## config.mk

```make
export PLATFORM = sky130hd
export DESIGN_NAME = dsc_queue
export DESIGN_NICKNAME = d
export VERILOG_FILES = /design/src/hdl/dsc_pkg.sv /design/src/hdl/dsc_queue.sv
export SDC_FILE = /design/constraint.sdc
export NUM_CORES = 1
export LEC_CHECK = 0
export BUFFER_PORTS_ARGS = -buffer_cell sky130_fd_sc_hd__buf_4
export CORE_ASPECT_RATIO = 0.75
export CORE_MARGIN = 1
export CORE_UTILIZATION = 50
export DETAILED_ROUTE_END_ITERATION = 8
export PLACE_DENSITY_LB_ADDON = 0.15
export RECOVER_POWER = 50
export SLEW_MARGIN = 20
export SYNTH_ARGS = -nofsm -noshare
export SYNTH_HDL_FRONTEND = slang
export SYNTH_SLANG_ARGS = --single-unit
export TNS_END_PERCENT = 20
```

## constraint.sdc

```tcl
create_clock -name clk -period 4.25 [get_ports clk]
set_clock_uncertainty 0.2 [all_clocks]
set_input_delay 0.6375 -clock clk [delete_from_list [all_inputs] [get_ports clk]]
set_output_delay 0.6375 -clock clk [all_outputs]
set_load 0.01 [all_outputs]
```

## src/hdl/dsc_pkg.sv

```systemverilog
// shared types, constants and helper function of the subsequence counter
`default_nettype none

package dsc_pkg;

	// fixed widths of the channel payload fields
	localparam int SYMBOL_FIELD_W = 8;
	localparam int COUNT_FIELD_W  = 32;

	// widest symbol the command path can carry
	localparam int SYM_STORE_W    = 16;

	// default configuration
	localparam int MAX_PATTERN_DEF  = 64;
	localparam int COUNT_WIDTH_DEF  = 32;
	localparam int SYMBOL_WIDTH_DEF = 8;

	// depth of the command queue between front and back
	localparam int QUEUE_DEPTH = 2;

	// fan-in of one level of the result readout tree
	localparam int TREE_RADIX = 8;

	// command class decided by the front end
	typedef enum logic {
		OP_PATTERN,
		OP_TEXT
	} op_t;

	// back end sequencer states
	typedef enum logic {
		BE_RUN,
		BE_DRAIN
	} be_state_t;

	// one classified command
	typedef struct packed {
		op_t                    op;
		logic [SYM_STORE_W-1:0] sym;
		logic                   first;
		logic                   last;
	} cmd_t;

	// control from the sequencer to the counter cells
	typedef struct packed {
		logic en;
		cmd_t cmd;
	} cell_ctl_t;

	// status from the counter cells
	typedef struct packed {
		logic ovf;
		logic drop;
		logic empty;
	} cell_stat_t;

	// number of registered levels in the readout tree for n leaves
	function automatic int tree_levels(input int n);
		int lv;
		int span;
		lv   = 1;
		span = TREE_RADIX;
		while (span < n) begin
			span = span * TREE_RADIX;
			lv++;
		end
		return lv;
	endfunction

endpackage

`default_nettype wire

```

## src/hdl/dsc_queue.sv

```systemverilog
// short command queue between front and back end
`default_nettype none

module dsc_queue (
	input  wire logic           clk,
	input  wire logic           arst_n,
	input  wire dsc_pkg::cmd_t  wr_cmd,
	input  wire logic           wr_valid,
	output logic                wr_ready,
	output dsc_pkg::cmd_t       rd_cmd,
	output logic                rd_valid,
	input  wire logic           rd_ready
);

	localparam int DEPTH = dsc_pkg::QUEUE_DEPTH;
	localparam int PW    = (DEPTH > 1) ? $clog2(DEPTH) : 1;
	localparam int CNTW  = $clog2(DEPTH + 1);

	dsc_pkg::cmd_t   mem_q [DEPTH];
	logic [PW-1:0]   wptr_q;
	logic [PW-1:0]   rptr_q;
	logic [CNTW-1:0] fill_q;
	logic            do_wr;
	logic            do_rd;

	assign wr_ready = fill_q != CNTW'(DEPTH);
	assign rd_valid = fill_q != '0;
	assign do_wr    = wr_valid && wr_ready;
	assign do_rd    = rd_valid && rd_ready;
	assign rd_cmd   = mem_q[rptr_q];

	// pointers and fill level
	always_ff @(posedge clk or negedge arst_n) begin
		if (!arst_n) begin
			wptr_q <= '0;
			rptr_q <= '0;
			fill_q <= '0;
		end else begin
			if (do_wr) begin
				wptr_q <= (wptr_q == PW'(DEPTH - 1)) ? '0 : wptr_q + 1'b1;
			end
			if (do_rd) begin
				rptr_q <= (rptr_q == PW'(DEPTH - 1)) ? '0 : rptr_q + 1'b1;
			end
			if (do_wr && !do_rd) begin
				fill_q <= fill_q + 1'b1;
			end else if (do_rd && !do_wr) begin
				fill_q <= fill_q - 1'b1;
			end
		end
	end

	// entry storage
	always_ff @(posedge clk) begin
		if (do_wr) begin
			mem_q[wptr_q] <= wr_cmd;
		end
	end

endmodule

`default_nettype wire

```

Yosys cells after proc, flatten, opt, wreduce, memory -nomap -nowiden
Memory sizes are Yosys's and may differ from the RTL's.
Cells that the tools add are included.
{"block": "op_classes", "add_sub_neg": 4, "n_reduce_logical": 8, "eq_ne": 1, "n_mux": 6}
{"cell": "1-bit logical AND", "count": 4}
{"cell": "1-bit two-way mux", "count": 4}
{"cell": "2-bit two-way mux", "count": 2}
{"cell": "2-bit nonzero test", "count": 2}
{"cell": "1-bit adder (second input constant)", "count": 2}
{"cell": "2-bit by 1-bit adder with 2-bit output (second input constant)", "count": 1}
{"cell": "1-bit zero test", "count": 2}
{"cell": "2-bit inequality test (second input constant)", "count": 1}
{"cell": "2-bit by 1-bit subtractor with 2-bit output (second input constant)", "count": 1}
{"block": "word_totals", "n_memories": 1, "wordCells": 23, "output_inout_bits": 21, "in_bits": 23, "ram_bits": 38, "ff_bits": 4}
{"name": "mem_q", "depth": 2, "width": 19, "rd": 1, "rd_clocked_by_memory_dff": 0, "write_ports": 1, "line": "dsc_queue.sv:19", "text": "dsc_pkg::cmd_t mem_q [DEPTH];"}

Logic depth before layout (Yosys ltp)
Gate-level depths: netlist (run 1).
{"block": "depth", "ltp_word": 6, "ltp_mapped": 7, "mapped_depth_nobuf": 7}

Least setup slack after synthesis (run 1)
No wires, ideal clock.
{"block": "synth_path", "path_type": "input-to-reg", "startpoint": "input wr_valid", "endpoint": "memory mem_q[0][0] (netlist name), enable pin", "t_required_ps": 3655, "cell_stages": 2, "arrival_ps": 1544, "path_buffers": 0, "setup_ps": 395, "slack_ps": 2112, "path_cell_list": "nand2_1 -> nor2_1"}
{"block": "synth_via", "elab_chain_cells": 3}
{"element": "start, declared", "line": "dsc_queue.sv:8", "text": "input wire logic wr_valid,"}
{"element": "1-bit logical AND", "line": "dsc_queue.sv:28", "text": "assign do_wr = wr_valid && wr_ready;"}
{"element": "1-bit two-way mux", "line": "dsc_queue.sv:55", "text": "if (do_wr) begin"}
{"element": "1-bit two-way mux (implied by the code)", "line": "dsc_queue.sv:56", "text": "mem_q[wptr_q] <= wr_cmd;"}
{"element": "end, declared", "line": "dsc_queue.sv:19"}
Every way passes these cells.

==> flow_summary.ini, run 1 <==
[yosys]
synthCells = 77
avgSynthCellArea_sq_um = 20.6
ys_seq_area_share_pct = 78.1
ys_types = 14
synth_edf_count = 38
synth_commonest_cells = 38 x edfxtp_1, 19 x mux2_2, 4 x dfrtp_1
yosysTopAreaCell = edfxtp_1
yosys.area.top_type_share_pct = 71.8
syn-num-nets = 101
synth_seq_cells = 42
synth_most_common_cell = edfxtp_1
ys.flop_type = edfxtp_1
yosysWarnings = 0
syn-cell-area_sq_mm = 0.00159
synthArstFlopShare_pct = 9.52
synthTopCellsByArea = edfxtp_1 72%, mux2_2 13%, dfrtp_1 6.3%

[clock_tree]
clock-sinks = 42
clk_pin_slew_ns = 0.07
htreeDepth = 2
clock-root-buffer = clkbuf_8
post_cts_resized = 0
cts-buffers-inserted = 5
clkLatencyLatePin_ns = 0.28
clockBufferDepth = 2
cts_tree = yes

[drt]
drc = 0
drt-pass1-iter-count = 3
wl_per_cell_um = 14.4
via_per_inst = 4.95
drt-total-wl_um = 2380
drt_iter0_drc = 28
final_antenna_net_count = 0
vias = 817

[pwr]
pwr-share-clk_pct = 18.1
p_per_area_mw_per_mm2 = 649
seq_power_share_pct = 49.3
peakVddDrop_uv = 387
p_leak_nw = 0.758
power.switching_uw = 373
p_sw_share_pct = 28.7
power_frac_comb_pct = 32.6
p_int_uw = 928

[finish]
multi_input_area_sq_um = 317
syn_to_final_growth_pct = 26.1
regArea_sq_mm = 0.00124
n_antenna_cell = 0
drive_gt1_share_pct = 51.2
fillers = 222
finalNetCount = 150

[worst_setup_path]
endpoint_kind = output port
worst-path-max-fanout = 20
start_kind = register
cp.required_ns = 3.41
worstSetupPathType = reg2out
r2r_slack_ns = 2.22
arrival_ns = 1.75

[job]
maxCapViolCount = 0

[sta]
finalSetupViolCount = 0
hold_slack_ns = 0.305
fmaxAchievable_ghz = 0.386
max_slew.worst_pin.slew_ns = 0.970
post-route-period-util_pct = 60.9
hold_viol = 0
slew_headroom_pct = 35.2
slew_violations = 0
totalNegativeSetupSlack_ns = 0
rsz0062_at_grt = no
period_needed_ns = 2.59

[place]
hpwlAfterDp_um = 1650
gp_congestion = 0.649
place.port_buffers = 43

[die]
start_util_pct = 53.4
fp.coreArea_sq_mm = 0.00298
die_area_sq_mm = 0.00341
die_x_um = 67.1
std_cell_rows = 17
die_y_um = 50.8
ios = 44

[global_routing]
grt_max_degree = 21
grt_pass1_vias = 845
grt-ovfl-total = 0
gr-usage-all-layers_pct = 15.7
grt_pass1_wl_um = 3680
antenna_found_initial = 0

[run_status]
outcome = completed

[hold_path]
hp-class = reg2reg
-- placed cells by master, fill, tap and decap left out, types with 2 or more instances in the layout --
cell / Yosys / final
dfrtp_1: 4 / 4
clkbuf_1: 0 / 8
xnor2_1: 3 / 3
buf_4: 0 / 22
clkbuf_8: 0 / 5
edfxtp_1: 38 / 38
xor2_1: 2 / 2
mux2_2: 19 / 19
clkbuf_4: 0 / 16
-- final timing paths --
path                           start            to  cells past startpoint
min in group asynchronous     arst_n        wptr_q                      2
max                           rptr_q    rd_cmd[15]                      2
max reg2reg                fill_q[0]  mem_q[0][18]                      3
max in group asynchronous     arst_n     fill_q[0]                      2
min                        fill_q[1]     fill_q[1]                      1
min reg2reg                fill_q[1]     fill_q[1]                      1
-- power by group through the flow --
| stage | Clock (mW) | Sequential, mW | Combinational, mW |
|---|---|---|---|
| after global routing | 0.254 | 0.659 | 0.458 |
| after global placement | 0 | 0.649 | 0.433 |
| after detailed placement | 0 | 0.657 | 0.443 |
| after floorplan | 0 | 0.608 | 0.304 |
| after CTS | 0.244 | 0.648 | 0.446 |
| final | 0.236 | 0.641 | 0.424 |
-- cells by family (layout without fill, tap and decap cells) --
family | Yosys count | count (layout) | share of synthesized area (%)
xor+xnor | 5 | 5 | 2.76
simple gates | 7 | 7 | 3.23
buf+inv | 3 | 53 | 1.65
mux | 19 | 19 | 13.5
flops | 42 | 42 | 78.1
fa+ha+maj | 1 | 1 | 0.787
-- state kept, by name (all words and copies together) (netlist names) --
name,cells
wptr_q,1
fill_q,2
rptr_q,1
mem_q,38
-- timing repair --
item	4_1_cts	5_1_grt
hold buffers	1	0
hold endpoints to repair	4	0
endpoints found under the setup margin	0	0
setup buffers	0	0
-- area by class of cell --
class                           instances  share of cell area, %
Clock buffer                            8                   4.00
Sequential cell                        42                   62.0
Inverter                                1                  0.187
Multi-Input combinational cell         32                   15.8
Tap cell                               38                   2.37
Timing Repair Buffer                   44                   15.7
-- per-stage QoR --
stage / power (mW) / worst slack, ns / util (%) / instance area (sq um) / std cells
final: 1.30 / 1.66 / 67.3 / 2000 / 165
after CTS: 1.34 / 1.61 / 68.2 / 2030 / 165
after global placement: 1.08 / 1.96 / 65.1 / 1940 / 156
after detailed placement: 1.10 / 1.93 / 65.1 / 1940 / 156
after floorplan: 0.912 / 2.11 / - / 1590 / 77
after global routing: 1.37 / 1.53 / 67.3 / 2000 / 165
-- critical path, cell delays in order (launching register included) --
cell	delay (ns)
dfrtp_1	0.90
mux2_2	0.42
buf_4	0.15
-- layer usage --
| layer | GRT usage, % | vias to the layer above | part of all wire, % |
|---|---|---|---|
| li1 | - | 390 | - |
| met1 | 17.2 | 397 | 39 |
| met2 | 26.7 | 28 | 53 |
| met3 | 6.70 | 2 | 7.2 |
| met4 | 6.38 | 0 | 0.80 |
| met5 | 0 | - | 0 |
(Power assumes the default switching activity.)
==> inputs of run 2 (changes only) <==
Clock period 4.25 ns to 2.6 ns, I/O delays scaled along.
==> flow_summary.ini, run 2 (same netlist as run 1, synthesis figures left out) <==
[finish]
finalNetCount = 153
n_antenna_cell = 0
syn_to_final_growth_pct = 28.7
reg_top3 = mem_q (38), fill_q (2)
final_cell_mix = 38 x edfxtp_1, 25 x buf_4, 19 x mux2_2, 16 x clkbuf_4, 7 x clkbuf_8
post-route-util_pct = 68.7
regMostFlops = mem_q
fin_cells = 168
fin_area_sq_mm = 0.00205
drive_gt1_share_pct = 53.8
largest_register_ffs = 38
final_common_cell = edfxtp_1

[clock_tree]
postCtsSetupBuffers = 0
cts_tree = yes
clk_pin_slew_ns = 0.07
cts-buffers-inserted = 5
clock-root-buffer = clkbuf_8
clkLatencyLatePin_ns = 0.28
post_cts_resized = 0
htreeDepth = 2
clockBufferDepth = 2
clock-sinks = 42

[global_routing]
grt-ovfl-total = 0
gr-usage-all-layers_pct = 17.1
grt_pass1_wl_um = 3990
grt_max_degree = 20
grt_pass1_vias = 883
antenna_found_initial = 0

[sta]
rsz0062_at_grt = no
slew_violations = 0
max_slew.worst_pin.slew_ns = 1.08
post-route-period-util_pct = 89.6
fmaxAchievable_ghz = 0.429
totalNegativeSetupSlack_ns = 0
finalSetupViolCount = 0
slew_headroom_pct = 28.2
hold_viol = 0
period_needed_ns = 2.33

[worst_setup_path]
crit_path_frequent_cell = buf_4
crit_buf_inv = 2
endpoint_kind = output port
start_kind = register
worst-path-max-fanout = 14
cp_top_family = flip-flops
worstPathCellList = buf_4 -> mux2_2 -> buf_4
slowest_stage = dfrtp_1
cp.required_ns = 2.01
arrival_ns = 1.74
cpPeakStageDelay_ns = 0.71
worstSetupPathType = reg2out

[run_status]
outcome = completed

[die]
fp.coreArea_sq_mm = 0.00298
die_area_sq_mm = 0.00341
start_util_pct = 53.4
ios = 44
std_cell_rows = 17
die_x_um = 67.1
die_y_um = 50.8

[place]
place.port_buffers = 43
dp_cells = 159
gp_congestion = 0.648
placed_cell_area_sq_mm = 0.00196
hpwlAfterDp_um = 1710

[drt]
drt_iter0_drc = 35
vias = 804
drt-pass1-iter-count = 3
drt-total-wl_um = 2450
met3WireLength_um = 136
via_per_inst = 4.79
wl_met1_um = 1060
final_antenna_net_count = 0
top_layer = met4
drc = 0
wl_per_cell_um = 14.6
met2_length_um = 1250

[hold_path]
hp-class = in2reg

[pwr]
p_leak_nw = 0.784
p_per_area_mw_per_mm2 = 1080
peakVddDrop_uv = 588

[job]
maxCapViolCount = 0
[run 2: area by class of cell]
type | instances | area [sq um]
flip-flops and latches | 42 | 1240
fillers | 224 | 932
repair buffers | 47 | 337
multi-input cells | 32 | 317
clock buffers | 7 | 96.3
well taps | 38 | 47.5
clock inverters | 1 | 3.75
inverters | 1 | 3.75
[run 2: power by group]
part | leakage [nW] | internal, mW | total (mW) | switching [mW]
Combinational | 0.333 | 0.416 | 0.746 | 0.330
Sequential | 0.400 | 0.932 | 1.03 | 0.0948
Clock | 0.0519 | 0.238 | 0.436 | 0.198
[run 2: final timing paths]
path,from,to,slack (ns),cells past startpoint
worst min register to register,wptr_q,wptr_q,0.32,1
min in group asynchronous,arst_n,rptr_q,0.26,2
max in group asynchronous,arst_n,fill_q[0],1.76,2
worst max-delay path,rptr_q,rd_cmd[18],0.27,3
worst min-delay path,wr_cmd[4],mem_q[0][4],0.11,1
worst max register to register,fill_q[0],mem_q[1][16],0.47,3
[run 2: routing by layer]
metal | vias up | GRT usage, %
met4 | 0 | 6.38
met2 | 25 | 27.8
met1 | 384 | 21.0
li1 | 393 | -
met3 | 2 | 6.03
met5 | - | 0
[run 2: through the flow]
stage / setup WS (ns) / power [mW] / hold WS, ns
floorplan: 0.535 / 1.49 / -0.106
global placement: 0.566 / 1.80 / -0.0127
detailed placement: 0.558 / 1.82 / -0.0117
CTS: 0.235 / 2.26 / 0.0793
global route: 0.141 / 2.34 / 0.0969
finish: 0.270 / 2.21 / 0.114
[run 2: repair_timing]
item | 4_1_cts | 5_1_grt
endpoints found under the hold margin | 4 | 0
hold buffers | 1 | 0
endpoints found under the setup margin | 0 | 0
